[src/sv/ilt_pkg.sv]
package ilt_pkg;

    // Default for the longest line the downstream string buffers hold.
    localparam int MAX_LINE_DEF = 4096;
    localparam int SPACE_W      = 12;

    // Parse phases.
    localparam logic [3:0] PH_START     = 4'd0;
    localparam logic [3:0] PH_SECTION   = 4'd1;
    localparam logic [3:0] PH_NAME      = 4'd2;
    localparam logic [3:0] PH_NAME_SP   = 4'd3;
    localparam logic [3:0] PH_VAL_START = 4'd4;
    localparam logic [3:0] PH_VALUE     = 4'd5;
    localparam logic [3:0] PH_VAL_SP    = 4'd6;
    localparam logic [3:0] PH_QUOTE_SP  = 4'd7;
    localparam logic [3:0] PH_SKIP      = 4'd8;

    // Line types.
    localparam logic [2:0] T_SYNTAX      = 3'd0;
    localparam logic [2:0] T_EMPTY       = 3'd1;
    localparam logic [2:0] T_SECTION     = 3'd2;
    localparam logic [2:0] T_NAME_VALUE  = 3'd3;
    localparam logic [2:0] T_EMPTY_VALUE = 3'd4;

    // Destination strings.
    localparam logic [1:0] D_NONE    = 2'd0;
    localparam logic [1:0] D_SECTION = 2'd1;
    localparam logic [1:0] D_NAME    = 2'd2;
    localparam logic [1:0] D_VALUE   = 2'd3;

    // Characters of interest.
    localparam logic [7:0] CH_NUL    = 8'h00;
    localparam logic [7:0] CH_LF     = 8'h0A;
    localparam logic [7:0] CH_CR     = 8'h0D;
    localparam logic [7:0] CH_SPACE  = 8'h20;
    localparam logic [7:0] CH_DQUOTE = 8'h22;
    localparam logic [7:0] CH_HASH   = 8'h23;
    localparam logic [7:0] CH_SEMI   = 8'h3B;
    localparam logic [7:0] CH_EQUAL  = 8'h3D;
    localparam logic [7:0] CH_LBRACK = 8'h5B;
    localparam logic [7:0] CH_RBRACK = 8'h5D;

    typedef struct packed {
        logic [3:0]         phase;
        logic [SPACE_W-1:0] spaces;
        logic               quoted;
    } t_state;

    typedef struct packed {
        logic [1:0]         dest;
        logic               lead_quote;
        logic [SPACE_W-1:0] lead_spaces;
        logic               char_valid;
        logic [7:0]         char_out;
        logic               line_done;
        logic [2:0]         line_type;
    } t_result;

    function automatic logic is_term(input logic [7:0] c);
        return (c == CH_SEMI) || (c == CH_HASH) || (c == CH_CR) ||
               (c == CH_LF) || (c == CH_NUL);
    endfunction

endpackage

[src/sv/ilt_if.sv]
interface ilt_in_if;
    logic       valid;
    logic       ready;
    logic [7:0] byte_in;

    modport source (output valid, output byte_in, input ready);
    modport sink   (input valid, input byte_in, output ready);
endinterface

interface ilt_out_if;
    logic        valid;
    logic        ready;
    logic [1:0]  dest;
    logic        lead_quote;
    logic [11:0] lead_spaces;
    logic        char_valid;
    logic [7:0]  char_out;
    logic        line_done;
    logic [2:0]  line_type;

    modport source (output valid, output dest, output lead_quote, output lead_spaces,
                    output char_valid, output char_out, output line_done,
                    output line_type, input ready);
    modport sink   (input valid, input dest, input lead_quote, input lead_spaces,
                    input char_valid, input char_out, input line_done,
                    input line_type, output ready);
endinterface

[src/sv/ini_line_tokenizer.sv]
// INI line tokenizer.
// The input channel i_in carries one text byte per request; a zero byte ends
// the current line. The output channel o_out carries exactly one result per
// input byte: the destination string (section, name or value), an optional
// deferred double quote, a count of deferred spaces, an optional character,
// and, on the byte that decides it, the type of the line.
// A byte that is accepted sits in the input register; its result is then
// loaded into the output register, where it is offered until taken.
// Throughput is one byte per cycle while the receiver does not stall;
// the parse state (phase, pending space count, outer-quote flag) is updated
// by one shallow step of logic between the two registers.
// When the receiver stalls, the result waits in the output register while one
// more byte is still taken into the input register; only then does i_in.ready
// drop. Nothing is lost or repeated.
// Reset (i_rst_n low, synchronous) empties both registers and returns the
// parser to the start of a line with no pending spaces and no open quote.
// MAX_LINE sets the saturation point of the pending space count.
module ini_line_tokenizer
    import ilt_pkg::*;
#(
    parameter int MAX_LINE = MAX_LINE_DEF
) (
    input  logic        i_clk,
    input  logic        i_rst_n,
    ilt_in_if.sink      i_in,
    ilt_out_if.source   o_out
);

    // Input register.
    logic       r_in_valid;
    logic [7:0] r_byte;

    // Parse state, advanced once per byte that moves to the output register.
    t_state     r_state;
    t_state     n_state;

    // Output register.
    logic       r_out_valid;
    t_result    r_res;
    t_result    n_res;

    logic       w_out_free;
    logic       w_adv;

    // The output register can take a new result when it is empty or its
    // current result is being taken in this cycle.
    assign w_out_free = !r_out_valid || o_out.ready;
    assign w_adv      = r_in_valid && w_out_free;
    assign i_in.ready = !r_in_valid || w_out_free;

    ilt_step #(
        .MAX_LINE (MAX_LINE)
    ) u_step (
        .i_state (r_state),
        .i_byte  (r_byte),
        .o_state (n_state),
        .o_res   (n_res)
    );

    always_ff @(posedge i_clk) begin
        if (!i_rst_n) begin
            r_in_valid <= 1'b0;
        end else if (i_in.valid && i_in.ready) begin
            r_in_valid <= 1'b1;
        end else if (w_adv) begin
            r_in_valid <= 1'b0;
        end
    end

    always_ff @(posedge i_clk) begin
        if (i_in.valid && i_in.ready) begin
            r_byte <= i_in.byte_in;
        end
    end

    always_ff @(posedge i_clk) begin
        if (!i_rst_n) begin
            r_state.phase  <= PH_START;
            r_state.spaces <= '0;
            r_state.quoted <= 1'b0;
        end else if (w_adv) begin
            r_state <= n_state;
        end
    end

    always_ff @(posedge i_clk) begin
        if (!i_rst_n) begin
            r_out_valid <= 1'b0;
        end else if (w_adv) begin
            r_out_valid <= 1'b1;
        end else if (o_out.ready) begin
            r_out_valid <= 1'b0;
        end
    end

    always_ff @(posedge i_clk) begin
        if (w_adv) begin
            r_res <= n_res;
        end
    end

    assign o_out.valid       = r_out_valid;
    assign o_out.dest        = r_res.dest;
    assign o_out.lead_quote  = r_res.lead_quote;
    assign o_out.lead_spaces = r_res.lead_spaces;
    assign o_out.char_valid  = r_res.char_valid;
    assign o_out.char_out    = r_res.char_out;
    assign o_out.line_done   = r_res.line_done;
    assign o_out.line_type   = r_res.line_type;

    // At a line start there is never a pending space or an open quote.
    a_start_clean: assert property (@(posedge i_clk) disable iff (!i_rst_n)
        (r_state.phase == PH_START) |-> (r_state.spaces == '0 && !r_state.quoted))
        else $error("parser at line start with leftover spaces or quote");

    // Once a line type is decided, the parser is back at the line start or waits for the zero byte.
    a_done_phase: assert property (@(posedge i_clk) disable iff (!i_rst_n)
        (w_adv && n_res.line_done) |=>
            (r_state.phase == PH_START || r_state.phase == PH_SKIP))
        else $error("line decided but parser did not leave the line");

    // A byte held behind a stalled output register is neither lost nor changed.
    a_in_hold: assert property (@(posedge i_clk) disable iff (!i_rst_n)
        (r_in_valid && !w_out_free) |=> (r_in_valid && $stable(r_byte)))
        else $error("pending byte dropped while output stalled");

    // The parse state moves only with a byte that produces a result.
    a_state_hold: assert property (@(posedge i_clk) disable iff (!i_rst_n)
        !w_adv |=> $stable(r_state))
        else $error("parse state changed without a byte");

endmodule

[src/sv/ilt_step.sv]
module ilt_step
    import ilt_pkg::*;
#(
    parameter int MAX_LINE = MAX_LINE_DEF
) (
    input  t_state     i_state,
    input  logic [7:0] i_byte,
    output t_state     o_state,
    output t_result    o_res
);

    // Deferred space count saturates at the smaller of line length minus one
    // and the field maximum.
    localparam int LIMIT_INT = (MAX_LINE - 1 > (1 << SPACE_W) - 1) ?
                               (1 << SPACE_W) - 1 : MAX_LINE - 1;
    localparam logic [SPACE_W-1:0] SP_LIMIT = SPACE_W'(LIMIT_INT);

    logic [SPACE_W-1:0] w_bumped;

    assign w_bumped = (i_state.spaces < SP_LIMIT) ? i_state.spaces + 1'b1 : i_state.spaces;

    always_comb begin
        logic [3:0] ph;
        logic       term;
        t_state     st;
        t_result    res;

        ph   = i_state.phase;
        term = is_term(i_byte);
        st   = i_state;
        res  = '0;

        unique case (i_state.phase)
            PH_START: begin
                if (term) begin
                    res.line_done = 1'b1;
                    res.line_type = T_EMPTY;
                end else if (i_byte == CH_LBRACK) begin
                    ph = PH_SECTION;
                end else if (i_byte != CH_SPACE) begin
                    res.dest       = D_NAME;
                    res.char_valid = 1'b1;
                    res.char_out   = i_byte;
                    ph             = PH_NAME;
                end
            end
            PH_SECTION: begin
                if (i_byte == CH_RBRACK) begin
                    res.line_done = 1'b1;
                    res.line_type = T_SECTION;
                end else if (i_byte == CH_NUL) begin
                    res.line_done = 1'b1;
                    res.line_type = T_SYNTAX;
                end else begin
                    res.dest       = D_SECTION;
                    res.char_valid = 1'b1;
                    res.char_out   = i_byte;
                end
            end
            PH_NAME: begin
                if (i_byte == CH_EQUAL) begin
                    ph = PH_VAL_START;
                end else if (i_byte == CH_SPACE) begin
                    st.spaces = SPACE_W'(1);
                    ph        = PH_NAME_SP;
                end else if (term) begin
                    res.line_done = 1'b1;
                    res.line_type = T_SYNTAX;
                end else begin
                    res.dest       = D_NAME;
                    res.char_valid = 1'b1;
                    res.char_out   = i_byte;
                end
            end
            PH_NAME_SP: begin
                if (i_byte == CH_SPACE) begin
                    st.spaces = w_bumped;
                end else if (i_byte == CH_EQUAL) begin
                    ph = PH_VAL_START;
                end else if (term) begin
                    res.line_done = 1'b1;
                    res.line_type = T_SYNTAX;
                end else begin
                    res.dest        = D_NAME;
                    res.lead_spaces = i_state.spaces;
                    res.char_valid  = 1'b1;
                    res.char_out    = i_byte;
                    st.spaces       = '0;
                    ph              = PH_NAME;
                end
            end
            PH_VAL_START: begin
                if (i_byte == CH_DQUOTE) begin
                    st.quoted = 1'b1;
                    st.spaces = '0;
                    ph        = PH_VAL_SP;
                end else if (term) begin
                    res.line_done = 1'b1;
                    res.line_type = T_EMPTY_VALUE;
                end else if (i_byte != CH_SPACE) begin
                    res.dest       = D_VALUE;
                    res.char_valid = 1'b1;
                    res.char_out   = i_byte;
                    ph             = PH_VALUE;
                end
            end
            PH_VALUE: begin
                if (i_byte == CH_DQUOTE) begin
                    st.spaces = '0;
                    ph        = PH_QUOTE_SP;
                end else if (i_byte == CH_SPACE) begin
                    st.spaces = SPACE_W'(1);
                    ph        = PH_VAL_SP;
                end else if (term && !i_state.quoted) begin
                    res.line_done = 1'b1;
                    res.line_type = T_NAME_VALUE;
                end else if (i_byte == CH_NUL) begin
                    res.line_done = 1'b1;
                    res.line_type = T_SYNTAX;
                end else begin
                    res.dest       = D_VALUE;
                    res.char_valid = 1'b1;
                    res.char_out   = i_byte;
                end
            end
            PH_VAL_SP: begin
                if (i_byte == CH_SPACE) begin
                    st.spaces = w_bumped;
                end else if (term && !i_state.quoted) begin
                    res.line_done = 1'b1;
                    res.line_type = T_NAME_VALUE;
                end else if (i_byte == CH_NUL) begin
                    res.line_done = 1'b1;
                    res.line_type = T_SYNTAX;
                end else begin
                    res.lead_spaces = i_state.spaces;
                    st.spaces       = '0;
                    if (i_byte != CH_DQUOTE) begin
                        res.char_valid = 1'b1;
                        res.char_out   = i_byte;
                        ph             = PH_VALUE;
                    end else begin
                        ph = PH_QUOTE_SP;
                    end
                    // A quote with no pending blanks before it appends nothing.
                    if (i_state.spaces != '0 || i_byte != CH_DQUOTE) begin
                        res.dest = D_VALUE;
                    end
                end
            end
            PH_QUOTE_SP: begin
                if (i_byte == CH_SPACE) begin
                    st.spaces = w_bumped;
                end else if (term) begin
                    res.line_done = 1'b1;
                    res.line_type = T_NAME_VALUE;
                end else begin
                    // The quote was not the closing one, so it goes into the value.
                    res.dest        = D_VALUE;
                    res.lead_quote  = 1'b1;
                    res.lead_spaces = i_state.spaces;
                    st.spaces       = '0;
                    if (i_byte != CH_DQUOTE) begin
                        res.char_valid = 1'b1;
                        res.char_out   = i_byte;
                        ph             = PH_VALUE;
                    end
                end
            end
            default: begin
                if (i_byte == CH_NUL) begin
                    ph = PH_START;
                end
            end
        endcase

        if (res.line_done) begin
            ph = (i_byte == CH_NUL) ? PH_START : PH_SKIP;
        end
        if (ph == PH_START) begin
            st.spaces = '0;
            st.quoted = 1'b0;
        end
        st.phase = ph;

        o_state = st;
        o_res   = res;
    end

endmodule

[src/flat_wrapper.sv]
// flat-port wrapper written by rule: the top's interface ports become plain ports
module ini_line_tokenizer_flat import ilt_pkg::*;
#(
    parameter int MAX_LINE = MAX_LINE_DEF
)
  (i_clk, i_rst_n, i_in_valid, i_in_byte_in, i_in_ready, o_out_valid, o_out_dest, o_out_lead_quote, o_out_lead_spaces, o_out_char_valid, o_out_char_out, o_out_line_done, o_out_line_type, o_out_ready);
  ilt_in_if i_in_i ();
  ilt_out_if o_out_i ();
  input  logic i_clk;
  input  logic i_rst_n;
  input wire logic [$bits(i_in_i.valid)-1:0] i_in_valid;
  input wire logic [$bits(i_in_i.byte_in)-1:0] i_in_byte_in;
  output wire logic [$bits(i_in_i.ready)-1:0] i_in_ready;
  output wire logic [$bits(o_out_i.valid)-1:0] o_out_valid;
  output wire logic [$bits(o_out_i.dest)-1:0] o_out_dest;
  output wire logic [$bits(o_out_i.lead_quote)-1:0] o_out_lead_quote;
  output wire logic [$bits(o_out_i.lead_spaces)-1:0] o_out_lead_spaces;
  output wire logic [$bits(o_out_i.char_valid)-1:0] o_out_char_valid;
  output wire logic [$bits(o_out_i.char_out)-1:0] o_out_char_out;
  output wire logic [$bits(o_out_i.line_done)-1:0] o_out_line_done;
  output wire logic [$bits(o_out_i.line_type)-1:0] o_out_line_type;
  input wire logic [$bits(o_out_i.ready)-1:0] o_out_ready;
  assign i_in_i.valid = i_in_valid;
  assign i_in_i.byte_in = i_in_byte_in;
  assign i_in_ready = i_in_i.ready;
  assign o_out_valid = o_out_i.valid;
  assign o_out_dest = o_out_i.dest;
  assign o_out_lead_quote = o_out_i.lead_quote;
  assign o_out_lead_spaces = o_out_i.lead_spaces;
  assign o_out_char_valid = o_out_i.char_valid;
  assign o_out_char_out = o_out_i.char_out;
  assign o_out_line_done = o_out_i.line_done;
  assign o_out_line_type = o_out_i.line_type;
  assign o_out_i.ready = o_out_ready;
  ini_line_tokenizer #(.MAX_LINE(MAX_LINE)) u_core (.i_clk(i_clk), .i_rst_n(i_rst_n), .i_in(i_in_i), .o_out(o_out_i));
endmodule
[config.mk]
export PLATFORM = sky130hd
export DESIGN_NAME = ini_line_tokenizer_flat
export DESIGN_NICKNAME = d
export VERILOG_FILES = /design/src/sv/ilt_pkg.sv /design/src/sv/ilt_if.sv /design/src/sv/ini_line_tokenizer.sv /design/src/sv/ilt_step.sv /design/src/flat_wrapper.sv
export SDC_FILE = /design/constraint.sdc
export NUM_CORES = 1
export LEC_CHECK = 0
export BUFFER_PORTS_ARGS = -buffer_cell sky130_fd_sc_hd__buf_2
export CAP_MARGIN = 20
export CORE_MARGIN = 8
export CORE_UTILIZATION = 53
export DETAILED_ROUTE_END_ITERATION = 10
export PLACE_DENSITY = 0.86
export SYNTH_ARGS = -nofsm -noshare
export SYNTH_HDL_FRONTEND = slang
export SYNTH_SLANG_ARGS = --single-unit
[constraint.sdc]
create_clock -name i_clk -period 2.9 [get_ports i_clk]
set_clock_uncertainty 0.2 [all_clocks]
set_input_delay 0.29 -clock i_clk [delete_from_list [all_inputs] [get_ports i_clk]]
set_output_delay 0.29 -clock i_clk [all_outputs]
set_load 0.1 [all_outputs]
* Yosys cells after proc, flatten, opt, wreduce, memory -nomap -nowiden
Index checks and enable logic that the tools add are counted.
** Operators by class
- Magnitude comparators :: 1
- Shift operators :: 0
- Add/sub/neg operators :: 1
- Multiply operators :: 0
- Bitwise gates (word level) :: 1
- Divide/modulo/power cells :: 0
- Eq/ne operators :: 23
- Multiplexer cells :: 96
- Reductions and logical operators :: 25
** Operators by type and width (count)
- two-way mux 12 bit :: 11
- two-way mux 4 bit :: 29
- case mux 13 bit (8 select lines) :: 1
- two-way mux 13 bit :: 7
- two-way mux 9 bit :: 9
- two-way mux 25 bit :: 3
- case mux 12 bit (6 select lines) :: 1
- two-way mux 21 bit :: 3
- == test 8 x 6 -> 1 bit, second input constant :: 5
- two-way mux 2 bit :: 20
- case mux 12 bit (3 select lines) :: 1
- case mux 4 bit (8 select lines) :: 1
- two-way mux 28 bit :: 1
- two-way mux 24 bit :: 1
- == test 4 x 3 -> 1 bit, second input constant :: 4
- == test 8 x 4 -> 1 bit, second input constant :: 2
- == test 8 x 7 -> 1 bit, second input constant :: 2
- != test 8 x 6 -> 1 bit, second input constant :: 2
- case mux 2 bit (8 select lines) :: 1
- adder 12 x 1 -> 12 bit, second input constant :: 1
- < comparator 12 bit, second input constant :: 1
- != test 4 bit, second input constant :: 3
- nonzero test 12 bit :: 1
- == test 4 x 2 -> 1 bit, second input constant :: 2
- 14 further kinds :: 35
** Word-level totals
- Bits in read-only memories :: 0
- Bits of input ports :: 12
- Word-level logic and storage cells :: 160
- Memories :: 0
- Flip-flop bits (word level) :: 55
- Memory bits (writable) :: 0
- Latch bits :: 0

* Logic depth before layout (Yosys ltp)
- Depth in word-level cells :: 14
- Mapped depth :: 11

* Hierarchy
From an unflattened synthesis, not the netlist that was laid out.
** Second synthesis, totals
- Cell total of the unflattened synthesis :: 409
- Area total of the unflattened synthesis :: 3671.0 µm²
** By module, submodules not included
- ini_line_tokenizer :: instances 1, cells an instance 119, area each 1853.0 µm², seq. area each 1461.4 µm²
- ilt_step :: instances 1, cells an instance 290, area each 1818.0 µm², seq. area each 0.0 µm²

* Least setup slack after synthesis
OpenSTA, ideal clock, no wires.
- Path type :: register to register
- Start :: register u_core.r_out_valid (netlist: u_core.o_out.valid)
- End :: register u_core.r_state[10] (netlist name)
- Arrival time :: 2.647 ns
- Setup time :: 0.070 ns
- Path slack :: -0.017 ns
- Cell stages (with the launch flop) :: 10
- Path through :: dfxtp_1 nor2b_1 nor3b_1 o21ai_0 a2111oi_2 o31ai_2 or2_0 nand2b_1 buf_4 o2bb2ai_1
** On the way
- Word-level cells in the longest chain between the ends :: 4
** RTL lines
- start: declaration :: RTL line ini_line_tokenizer.sv:38 : logic r_out_valid;
- start signal: assignment :: RTL line ini_line_tokenizer.sv:88 : r_out_valid <= 1'b0;
- start signal: assignment :: RTL line ini_line_tokenizer.sv:90 : r_out_valid <= 1'b1;
- start signal: assignment :: RTL line ini_line_tokenizer.sv:92 : r_out_valid <= 1'b0;
- zero test 1 bit :: RTL line ini_line_tokenizer.sv:47 : assign w_out_free = !r_out_valid || o_out.ready;
- logical OR 1 bit :: RTL line ini_line_tokenizer.sv:47
- logical AND 1 bit :: RTL line ini_line_tokenizer.sv:48 : assign w_adv = r_in_valid && w_out_free;
- AND reduction 7 bit (no line)
- end signal: assignment :: RTL line ini_line_tokenizer.sv:82 : r_state <= n_state;
- end: declaration :: RTL line ini_line_tokenizer.sv:34 : t_state r_state;
Every way passes these cells.
A chain may end at the register's enable or synchronous reset.

* Final worst setup path
- Start :: register u_core.r_byte[7]
- End :: register u_core.r_state[2] (netlist name)
** On the way
- Word-level cells in the longest chain between the ends :: 14
** RTL lines
- start: declaration :: RTL line ini_line_tokenizer.sv:31 : logic [7:0] r_byte;
- start signal: assignment :: RTL line ini_line_tokenizer.sv:72 : r_byte <= i_in.byte_in;
- == test 8 x 6 -> 1 bit :: RTL line ilt_pkg.sv:60 : return (c == CH_SEMI) || (c == CH_HASH) || (c == CH_CR) ||
- logical OR 1 bit (3 in series) :: RTL line ilt_pkg.sv:60
- logical OR 1 bit :: RTL line ilt_pkg.sv:61 : (c == CH_LF) || (c == CH_NUL);
- logical AND 1 bit :: RTL line ilt_step.sv:114, ilt_step.sv:129
- two-way mux 4 bit :: RTL line ilt_step.sv:129 : end else if (term && !i_state.quoted) begin
- two-way mux 13 bit :: RTL line ilt_step.sv:111 : end else if (i_byte == CH_SPACE) begin
- two-way mux 13 bit :: RTL line ilt_step.sv:108 : if (i_byte == CH_DQUOTE) begin
- case mux 13 bit (8 select lines) :: RTL line ilt_step.sv:33 : unique case (i_state.phase)
- two-way mux 4 bit :: RTL line ilt_step.sv:177 : if (res.line_done) begin
- zero test 4 bit :: RTL line ilt_step.sv:180 : if (ph == PH_START) begin
- != test 4 bit (no line) (tied with other cells)
- AND reduction 7 bit (no line)
Parallel ways exist; a longest one is shown, timed or not. The select of a mux whose other input is x is not followed.

==> impl_metrics.prom <==
# TYPE chip_impl_metric gauge
chip_impl_metric{name="synth_warnings",unit=""} 0
chip_impl_metric{name="drive_gt1_share",unit="%"} 32.0
chip_impl_info{name="mostFrequentLayoutCells",value="buf_4 (48), buf_2 (42), edfxtp_1 (36), a21oi_1 (28), nor2_1 (26)"} 1
chip_impl_metric{name="fillers",unit=""} 488
chip_impl_metric{name="areaGrowthSynthToFinish",unit="%"} 25.7
chip_impl_metric{name="ios",unit=""} 42
chip_impl_metric{name="chipWidth",unit="um"} 96.1
chip_impl_info{name="most_instantiated_flip_flop_cell_in_the_synthesis_netlist",value="edfxtp_1"} 1
chip_impl_metric{name="synth_seq_cells",unit=""} 55
chip_impl_metric{name="netlist_area",unit="um2"} 3400
chip_impl_metric{name="postSynth.asyncResetShare",unit="%"} 0
chip_impl_metric{name="grtUsageMet1",unit="%"} 28.3
chip_impl_metric{name="grt_pass1_vias",unit=""} 3237
chip_impl_info{name="mostFrequentLayoutCell",value="buf_4"} 1
chip_impl_info{name="cts.root.buffer_cell",value="clkbuf_8"} 1
chip_impl_metric{name="fp.dieArea",unit="um2"} 9240
chip_impl_metric{name="placement.io_buffers",unit=""} 41
chip_impl_metric{name="insertion_delay",unit="ns"} 0.31
chip_impl_metric{name="period_share",unit="%"} 100
chip_impl_metric{name="route.detailed.wl_per_inst",unit="um"} 20.0
chip_impl_metric{name="gr-usage-all-layers",unit="%"} 22.5
chip_impl_metric{name="drc",unit=""} 0
chip_impl_info{name="tritoncts_clock_tree",value="built"} 1
chip_impl_metric{name="core.rowCount",unit=""} 29
chip_impl_metric{name="ys_seq_area_share",unit="%"} 43.0
chip_impl_metric{name="final-max-slew-violation-count",unit=""} 0
chip_impl_metric{name="floorplan.initialDensity",unit="%"} 54.2
chip_impl_metric{name="power.sequential.fraction",unit="%"} 53.4
chip_impl_metric{name="max_freq",unit="MHz"} 344
chip_impl_metric{name="global_route.overflow_total",unit=""} 0
chip_impl_metric{name="tritoncts_num_sinks",unit=""} 55
chip_impl_metric{name="numCtsBuffers",unit=""} 5
chip_impl_metric{name="synthesis.nets",unit=""} 366
chip_impl_metric{name="p_per_area",unit="nW/um2"} 387
chip_impl_metric{name="floorplan.core_area",unit="um2"} 6280
chip_impl_metric{name="reg2regPathDepth",unit=""} 8
chip_impl_info{name="failed_checks",value="negative setup slack"} 1
chip_impl_metric{name="clk_path_buf_depth",unit=""} 2
chip_impl_metric{name="count_of_flip_flops_with_a_built_in_enable_after_synthesis",unit=""} 36
chip_impl_metric{name="die-height",unit="um"} 96.1
chip_impl_metric{name="worst_slew_margin_rel",unit="%"} 68.4
chip_impl_metric{name="critical_path_arrival",unit="ns"} 2.91
chip_impl_info{name="setup.worst_path.class",value="flip-flop to flip-flop"} 1
chip_impl_metric{name="power.total",unit="W"} 0.00166
chip_impl_metric{name="multiInputGateArea",unit="um2"} 1910
chip_impl_metric{name="grt_pass1_wl",unit="um"} 16100
chip_impl_metric{name="timing.final.crit_period",unit="ns"} 2.90
chip_impl_info{name="critical_path.startpoint_type",value="flip-flop"} 1
chip_impl_info{name="setup_repair_after_global_routing_missed_its_margin",value="true"} 1
chip_impl_metric{name="worstPathRequired",unit="ns"} 2.91
chip_impl_info{name="result_of_the_run",value="complete, but fails checks"} 1
chip_impl_info{name="classification_of_the_worst_slack_hold_path",value="input pin to flip-flop"} 1
chip_impl_metric{name="grt_antenna_before_repair",unit=""} 0
chip_impl_metric{name="switching_power",unit="W"} 0.000528
chip_impl_metric{name="worst-r2r-setup-slack",unit="ns"} -0.004
chip_impl_metric{name="finalSetupViolCount",unit=""} 4
chip_impl_metric{name="critical_path_peak_fanout",unit=""} 6
chip_impl_metric{name="grtUsageMet3",unit="%"} 6.08
chip_impl_metric{name="synth.distinct_cells",unit=""} 70
chip_impl_metric{name="seq_area",unit="um2"} 1460
chip_impl_metric{name="whs_path_depth",unit=""} 4
chip_impl_metric{name="grt_start_max_net_pins",unit=""} 26
chip_impl_metric{name="worst_pin_slew",unit="ns"} 0.462
chip_impl_metric{name="clockPowerShare",unit="%"} 25.7
chip_impl_metric{name="finalWirelength",unit="um"} 10300
chip_impl_metric{name="leakage",unit="nW"} 1.60
chip_impl_metric{name="syn_area_per_cell",unit="um2"} 9.66
chip_impl_metric{name="ant_nets",unit=""} 0
chip_impl_metric{name="fin_setup_tns",unit="ns"} -0.00643
chip_impl_metric{name="post_synth_inst_count",unit=""} 352
chip_impl_metric{name="p_int",unit="W"} 0.00113
chip_impl_metric{name="final_nets",unit=""} 451
chip_impl_metric{name="drt-pass1-iter-count",unit=""} 6
chip_impl_metric{name="cts_htree_levels",unit=""} 2
chip_impl_metric{name="clk_pin_slew_worst_paths",unit="ns"} 0.10
chip_impl_info{name="busiest_layer",value="met2"} 1
chip_impl_metric{name="worst_slack",unit="ns"} -0.00376
chip_impl_metric{name="p_comb_share",unit="%"} 21.0
chip_impl_metric{name="switching_share",unit="%"} 31.8
chip_impl_metric{name="via_density_per_instance",unit=""} 6.47
chip_impl_metric{name="max_cap_viol_count",unit=""} 0
chip_impl_metric{name="globalRouteMet2Util",unit="%"} 34.4
chip_impl_metric{name="timing_hold_violations_final",unit=""} 0
chip_impl_metric{name="placer_congestion",unit=""} 0.982
chip_impl_metric{name="worst_ir_drop_vdd",unit="uV"} 255
chip_impl_info{name="end_kind",value="flip-flop"} 1
chip_impl_metric{name="drtIter0Drc",unit=""} 295
chip_impl_metric{name="vias",unit=""} 3330
chip_impl_metric{name="num_antenna_cells",unit=""} 0
chip_impl_metric{name="place_hpwl",unit="um"} 7060
critical path: stages (launching register included):
cell and delay, ns:
edfxtp_1 0.53, or4b_4 0.61, o21ai_4 0.20, a2111oi_4 0.10
a2111oi_4 0.41, nand4_2 0.19, a21oi_4 0.28, a21oi_4 0.11
a21o_1 0.17
sequential cells by signal (all words and copies together) (netlist names):
| register | flops |
|---|---|
| u_core.o_out.dest | 2 |
| u_core.o_out.lead_quote | 1 |
| u_core.o_out.line_type | 3 |
| u_core.r_state | 17 |
| u_core.o_out.lead_spaces | 12 |
| u_core.r_byte | 8 |
| u_core.o_out.char_out | 8 |
| u_core.o_out.valid | 1 |
| u_core.r_in_valid | 1 |
| u_core.o_out.char_valid | 1 |
| u_core.o_out.line_done | 1 |
per-layer routing:
layer / wire length [um] / part of all wire [%]
met1: 4160 / 40
met2: 4650 / 45
met3: 1090 / 11
met4: 373 / 3.6
met5: 0 / 0
final cells by class:
cell class,count,share of cell area [%]
Multi-Input combinational cell,268,44.8
Sequential cell,55,34.2
Tap cell,77,2.25
Clock buffer,5,1.61
Clock inverter,3,0.468
Timing Repair Buffer,101,16.2
Inverter,6,0.527
logic make-up (layout without fill, tap and decap cells):
group	Yosys count	count (layout)	share of synthesized area (%)
flip-flops	55	55	43.0
AO/OA/AOI/OAI	112	113	24.2
XOR/XNOR	1	1	0.257
buffers and inverters	30	115	4.45
adder cells (fa/ha/maj)	2	2	0.735
AND/OR/NAND/NOR	152	152	27.4
worst paths after layout:
| kind | start | to |
|---|---|---|
| max | u_core.r_byte[7] | u_core.r_state[2] |
| min | o_out_ready | u_core.o_out.valid |
| min reg2reg | u_core.r_in_valid | u_core.o_out.valid |
| max reg2reg | u_core.r_byte[7] | u_core.r_state[2] |
cells in the mapped netlist (3+ instances only):
library cell,instances,share of area [%]
o31a_1,4,1.0
nor4_1,3,0.55
and2_1,19,3.5
nor2_1,27,3.0
buf_2,4,0.59
inv_1,6,0.66
and3_1,5,0.92
a21oi_1,29,4.3
nand2_1,22,2.4
o21bai_1,4,0.88
o22ai_1,4,0.74
a211oi_1,4,0.88
clkbuf_1,12,1.3
or3_1,3,0.55
dfxtp_1,19,11
a31oi_1,5,0.92
nand3_1,13,1.9
buf_1,3,0.33
nor3b_1,7,1.5
o2bb2ai_1,10,2.6
nor2b_1,9,1.7
nor3_1,12,1.8
o211ai_1,3,0.66
edfxtp_1,36,32
a21o_1,4,0.88
nand4_1,4,0.74
nand2b_1,4,0.74
o21ai_0,18,2.6
buf_6,4,1.3
through the flow:
stage          utilization, %  cell area (um2)  setup slack [ns]  std cells  hold WS [ns]
2_1_floorplan               -             3400             0.164        352         0.189
3_3_place_gp             61.4             3850            0.0245        481         0.267
3_5_place_dp             61.4             3850           -0.0624        481         0.268
4_1_cts                  65.6             4120            0.0188        508         0.128
5_1_grt                  68.1             4280           -0.0582        515         0.130
6_report                 68.1             4280          -0.00376        515         0.120
power by group through the flow:
stage / logic, W / registers [W] / clock network (W)
finish: 0.000347 / 0.000884 / 0.000425
global route: 0.000363 / 0.000888 / 0.000457
CTS: 0.000324 / 0.000885 / 0.000433
detailed placement: 0.000300 / 0.000906 / 0
global placement: 0.000297 / 0.000904 / 0
floorplan: 0.000109 / 0.00103 / 0
repair_timing:
| item | in CTS | in global routing |
|---|---|---|
| resized for setup | 4 | 19 |
| endpoints found under the setup margin | 10 | 34 |
| endpoints found under the hold margin | 9 | 0 |
| pin swaps | 0 | 11 |
| setup buffers | 10 | 6 |
| cloned | 0 | 1 |
| hold buffers | 9 | 0 |
(Power assumes the default switching activity.)
